<file path="src/hdl/tks_pkg.sv">
// tks_pkg: shared widths, codes and controller/datapath interface types
// for the table key search block
// no dependencies
package tks_pkg;

   // field widths
   localparam int COUNT_W = 11;
   localparam int POS_W   = 10;
   localparam int DATA_W  = 32;
   // signed working index, holds -1 and sums of two counts
   localparam int INDEX_W = COUNT_W + 2;

   // stream payload widths, padded to whole bytes
   localparam int REQ_TDATA_W = 48;
   localparam int RSP_TDATA_W = 24;

   // register map, indexed by paddr[2]
   localparam logic REG_ENTRY_COUNT = 1'b0;
   localparam logic REG_SEARCH_MODE = 1'b1;

   // item kinds
   localparam logic FUNC_LOAD   = 1'b0;
   localparam logic FUNC_SEARCH = 1'b1;

   // search methods
   localparam logic MODE_LINEAR = 1'b0;
   localparam logic MODE_BINARY = 1'b1;

   // commands from controller to datapath
   typedef struct packed {
      logic wr_en;     // write the load beat into the table
      logic start;     // set up range and counters for a search beat
      logic rd_en;     // read the entry at the current midpoint
      logic compare;   // compare read entry with key, update range
      logic load_rsp;  // move the result into the output register
   } dp_cmd_type;

   // status from datapath to controller
   typedef struct packed {
      logic range_empty;
      logic hit;
   } dp_status_type;

endpackage

</file>
<file path="src/hdl/tks_ctrl.sv">
// tks_ctrl: sequencer for table loads and searches
// depends on tks_pkg
module tks_ctrl (
   input  logic                   clock,
   input  logic                   reset,
   input  logic                   req_valid,
   input  logic                   req_func,
   output logic                   req_ready,
   output logic                   rsp_valid,
   input  logic                   rsp_ready,
   input  tks_pkg::dp_status_type status,
   output tks_pkg::dp_cmd_type    cmd
);
   import tks_pkg::*;

   localparam logic [1:0] ST_IDLE   = 2'd0;
   localparam logic [1:0] ST_READ   = 2'd1;
   localparam logic [1:0] ST_CMP    = 2'd2;
   localparam logic [1:0] ST_FINISH = 2'd3;

   logic [1:0] state_ff, state_in;
   logic       rsp_valid_ff, rsp_valid_in;
   logic       accept;

   assign req_ready = (state_ff == ST_IDLE);
   assign accept    = req_valid && req_ready;

   // next state and commands
   always_comb begin
      state_in = state_ff;
      cmd      = '0;
      case (state_ff)
         ST_IDLE: begin
            if (accept) begin
               if (req_func == FUNC_SEARCH) begin
                  cmd.start = 1'b1;
                  state_in  = ST_READ;
               end else begin
                  cmd.wr_en = 1'b1;
               end
            end
         end
         ST_READ: begin
            if (status.range_empty) begin
               state_in = ST_FINISH;
            end else begin
               cmd.rd_en = 1'b1;
               state_in  = ST_CMP;
            end
         end
         ST_CMP: begin
            cmd.compare = 1'b1;
            state_in    = status.hit ? ST_FINISH : ST_READ;
         end
         ST_FINISH: begin
            if (!rsp_valid_ff || rsp_ready) begin
               cmd.load_rsp = 1'b1;
               state_in     = ST_IDLE;
            end
         end
         default: begin
            state_in = ST_IDLE;
         end
      endcase
   end

   // result beat valid flag
   always_comb begin
      if (cmd.load_rsp) begin
         rsp_valid_in = 1'b1;
      end else if (rsp_ready) begin
         rsp_valid_in = 1'b0;
      end else begin
         rsp_valid_in = rsp_valid_ff;
      end
   end

   always_ff @(posedge clock) begin
      if (reset) begin
         state_ff     <= ST_IDLE;
         rsp_valid_ff <= 1'b0;
      end else begin
         state_ff     <= state_in;
         rsp_valid_ff <= rsp_valid_in;
      end
   end

   assign rsp_valid = rsp_valid_ff;

   // a compare always follows the read of its entry
   a_cmp_after_read: assert property (@(posedge clock) disable iff (reset)
      (state_ff == ST_CMP) |-> ($past(state_ff) == ST_READ))
      else $error("compare without preceding table read");

   // a new result never overwrites one that is still waiting
   a_no_overwrite: assert property (@(posedge clock) disable iff (reset)
      cmd.load_rsp |-> !(rsp_valid_ff && !rsp_ready))
      else $error("result register overwritten while stalled");

   a_rsp_shown: assert property (@(posedge clock) disable iff (reset)
      cmd.load_rsp |=> rsp_valid_ff)
      else $error("loaded result not presented");

   // table writes only happen outside a search
   a_write_idle: assert property (@(posedge clock) disable iff (reset)
      cmd.wr_en |-> (state_ff == ST_IDLE))
      else $error("table write during search");

endmodule

</file>
<file path="config.mk">
export PLATFORM = sky130hd
export DESIGN_NAME = tks_ctrl
export DESIGN_NICKNAME = d
export VERILOG_FILES = /design/src/hdl/tks_pkg.sv /design/src/hdl/tks_ctrl.sv
export SDC_FILE = /design/constraint.sdc
export NUM_CORES = 1
export LEC_CHECK = 0
export ABC_CLOCK_PERIOD_IN_PS = 1700
export BUFFER_PORTS_ARGS = -buffer_cell sky130_fd_sc_hd__buf_4
export CAP_MARGIN = 25
export CORE_AREA = 4 4 41 43
export DETAILED_ROUTE_END_ITERATION = 7
export DIE_AREA = 0 0 45 47
export GPL_TIMING_DRIVEN = 1
export PLACE_DENSITY = 0.46
export SETUP_SLACK_MARGIN = 0.5
export SLEW_MARGIN = 0
export SYNTH_ARGS = -nofsm -noshare
export SYNTH_HDL_FRONTEND = slang
export SYNTH_SLANG_ARGS = --single-unit
</file>
<file path="constraint.sdc">
create_clock -name clock -period 1.7 [get_ports clock]
set_clock_uncertainty 0.1 [all_clocks]
set_input_delay 0.34 -clock clock [delete_from_list [all_inputs] [get_ports clock]]
set_output_delay 0.34 -clock clock [all_outputs]
set_load 0.05 [all_outputs]
</file>
==> run_results.csv <==
group,metric,value,unit
floorplan,die_h,47,um
place,port_buffers,13,
floorplan,ios,14,
synthesis,synth_top_area_share,0.353,
setup_path,crit_path_start_kind,"register",
final_layout,fill_cells,146,
synthesis,synth_xor_area_frac,0,
timing,fin_tns_setup,0,ns
setup_path,worst-setup-path-type,"reg -> out",
timing,final_max_slew_viol_count,0,
clock_network,cts_tree,"yes",
clock_network,clk_pin_slew,0.04,ns
place,gp_routability_congestion,0.634,
setup_path,r2r_cells,3,
synthesis,synth_mux_area_frac,0,
routing,via_count,221,
setup_path,arrival,1.09,ns
synthesis,synth_area_leaders,"dfxtp_1 (35%), a2111oi_2 (8.8%), a211oi_1 (8.8%)",
synthesis,yosysSeqAreaShare,0.353,
synthesis,ys_async_sr_fraction,0,
floorplan,dieArea,2120,um^2
final_layout,areaGrowthSynthToFinish,163,%
place,place_inst,45,
worst_hold_path,hold_path_startpoint,"reset",
routing,wire_per_inst,12.7,um
floorplan,fp.dieW,45,um
worst_hold_path,hold_path_class,"in -> reg",
global_route,grt_first_pass_wirelength,993,um
synthesis,ys_top_cells_by_count,"dfxtp_1 (3), a211oi_1 (2), a21oi_1 (2)",
synthesis,ys_ff_latch,3,
timing,hold_viol,0,
floorplan,std_cell_rows,13,
global_route,grt-ovfl-total,0,
global_route,antenna_found_initial,0,
routing,via_per_inst,4.17,
synthesis,yosys.area_share.simple,0.368,
synthesis,synth.avg_cell_area,9.45,um^2
synthesis,synth-compound-area-share,0.235,
synthesis,netlist-cell-type-count,14,
global_route,first_global_vias,259,
timing,setup_viol_count_final,0,
clock_network,cts_max_path_buffers,2,
power,irDropWorstVdd,0.000439,V
final_layout,nets,46,
setup_path,crit_start,"state_ff[0]",
setup_path,crit_required,1.26,ns
clock_network,cts_inserted_buffers,3,
final_layout,fin_cells,53,
synthesis,syn-cell-area,170,um^2
final_layout,final_util,0.343,
setup_path,cp_max_fo,7,
place,place_ws,0.306,ns
routing,initialDrtViolationCount,1,
final_layout,diodes,0,
synthesis,synth_top_family_by_area,"simple AND/OR/NAND/NOR gates",
synthesis,syn_nets,25,
synthesis,synthCells,18,
floorplan,initial_core_util,0.131,
synthesis,synthAdderAreaFrac,0,
power,p_leak,0.185,nW
global_route,grt_usage,0.0734,
timing,fmax,0.656,GHz
clock_network,cts_sinks,3,
setup_path,timing.rr.start,"state_ff[0]",
worst_hold_path,min_delay_path_depth,2,
global_route,grt_max_degree,9,
routing,detail-route-antenna-nets,0,
timing,rsz0062_at_grt,"true",
synthesis,synth-edff-count,0,
routing,firstDrtPassIters,2,
timing,tightest_slew,0.424,ns
power,p_per_area,848,nW/um^2
clock_network,clock-root-buffer,"clkbuf_4",
final_layout,drive_gt1_frac,0.842,
routing,wl,674,um
timing,fin_crit,1.53,ns
clock_network,ctsHtreeMaxLevel,1,
clock_network,clk_latency,0.23,ns
synthesis,synthFlopType,"dfxtp_1",
clock_network,postCtsHoldBufs,0,
synthesis,ys_warn_count,0,
routing,drc,0,
floorplan,core_area,1300,um^2
timing,layout_setup_ws,0.175,ns
synthesis,yosysTopAreaCell,"dfxtp_1",
timing,post-route-period-util,0.897,
synthesis,synth_most_common_cell,"dfxtp_1",
timing,slew-limit-headroom,0.716,
setup_path,end_kind,"primary output",
status,status,"completed",
flow_run,maxCapViolations,0,
## layer usage
metal  vias to the layer above  wire length, um  track usage
li1                        105                -            -
met1                       101              251       0.0567
met2                        13              352        0.127
met3                         2               62       0.0536
met4                         0                7       0.0526
met5                         -                0            0
## through the flow
stage                     cell area [um^2]  hold WS, ns  power [mW]
after floorplan                        229        0.299       0.176
after CTS                              434        0.180       0.380
after global placement                 334        0.412       0.213
final                                  447        0.204       0.379
after global routing                   447        0.188       0.401
after detailed placement               334        0.415       0.215
## placed cells by master (no fill, tap or decap)
cell type and instances:
and3_4 1, nor2b_2 1, buf_8 3, a2111oi_4 1, nor2_4 1, nor4b_4 1, nand2_1 1, dfxtp_4 3
clkbuf_1 1, nand2b_4 1, a211oi_1 2, nor3b_4 1, and2_4 2, clkbuf_4 3, buf_4 9, a21oi_1 2
buf_6 5
## power breakdown
| group | total [mW] | switching (mW) | internal [mW] |
|---|---|---|---|
| Sequential | 0.0946 | 0.0179 | 0.0767 |
| Clock | 0.124 | 0.0358 | 0.0879 |
| Combinational | 0.160 | 0.0805 | 0.0800 |
| Total | 0.379 | 0.134 | 0.245 |
## sequential cells by signal, summed over array words and instances (netlist names)
register   count
state_ff       2
rsp_valid      1
## layout make-up
class | count | area (um^2) | share of cell area
multi-input combinational | 14 | 161 | 0.361
clock buffer | 4 | 26.3 | 0.0588
sequential | 3 | 71.3 | 0.160
tap | 15 | 18.8 | 0.0420
timing repair buffer | 17 | 169 | 0.378
## critical path: stages (launching register included)
cell	delay, ns
dfxtp_4	0.37
nor4b_4	0.28
buf_6	0.20
## final timing paths
path,to,slack [ns]
worst max-delay path,cmd[4],0.17
worst max register to register,state_ff[0],0.49
worst min register to register,rsp_valid,0.43
worst min-delay path,state_ff[0],0.20
## what timing repair did
action                     CTS  global route
setup endpoints to repair    7             7
pin swaps                    4             1
resized for setup           12             1
setup buffers                4             0
## logic make-up (layout without fill, tap and decap cells)
family                 after synthesis  count (layout)
AND/OR/NAND/NOR                      9               9
AO/OA/AOI/OAI                        5               5
flip-flops                           3               3
buffers and inverters                1              21
No activity file was read; power rests on OpenSTA's default activity.
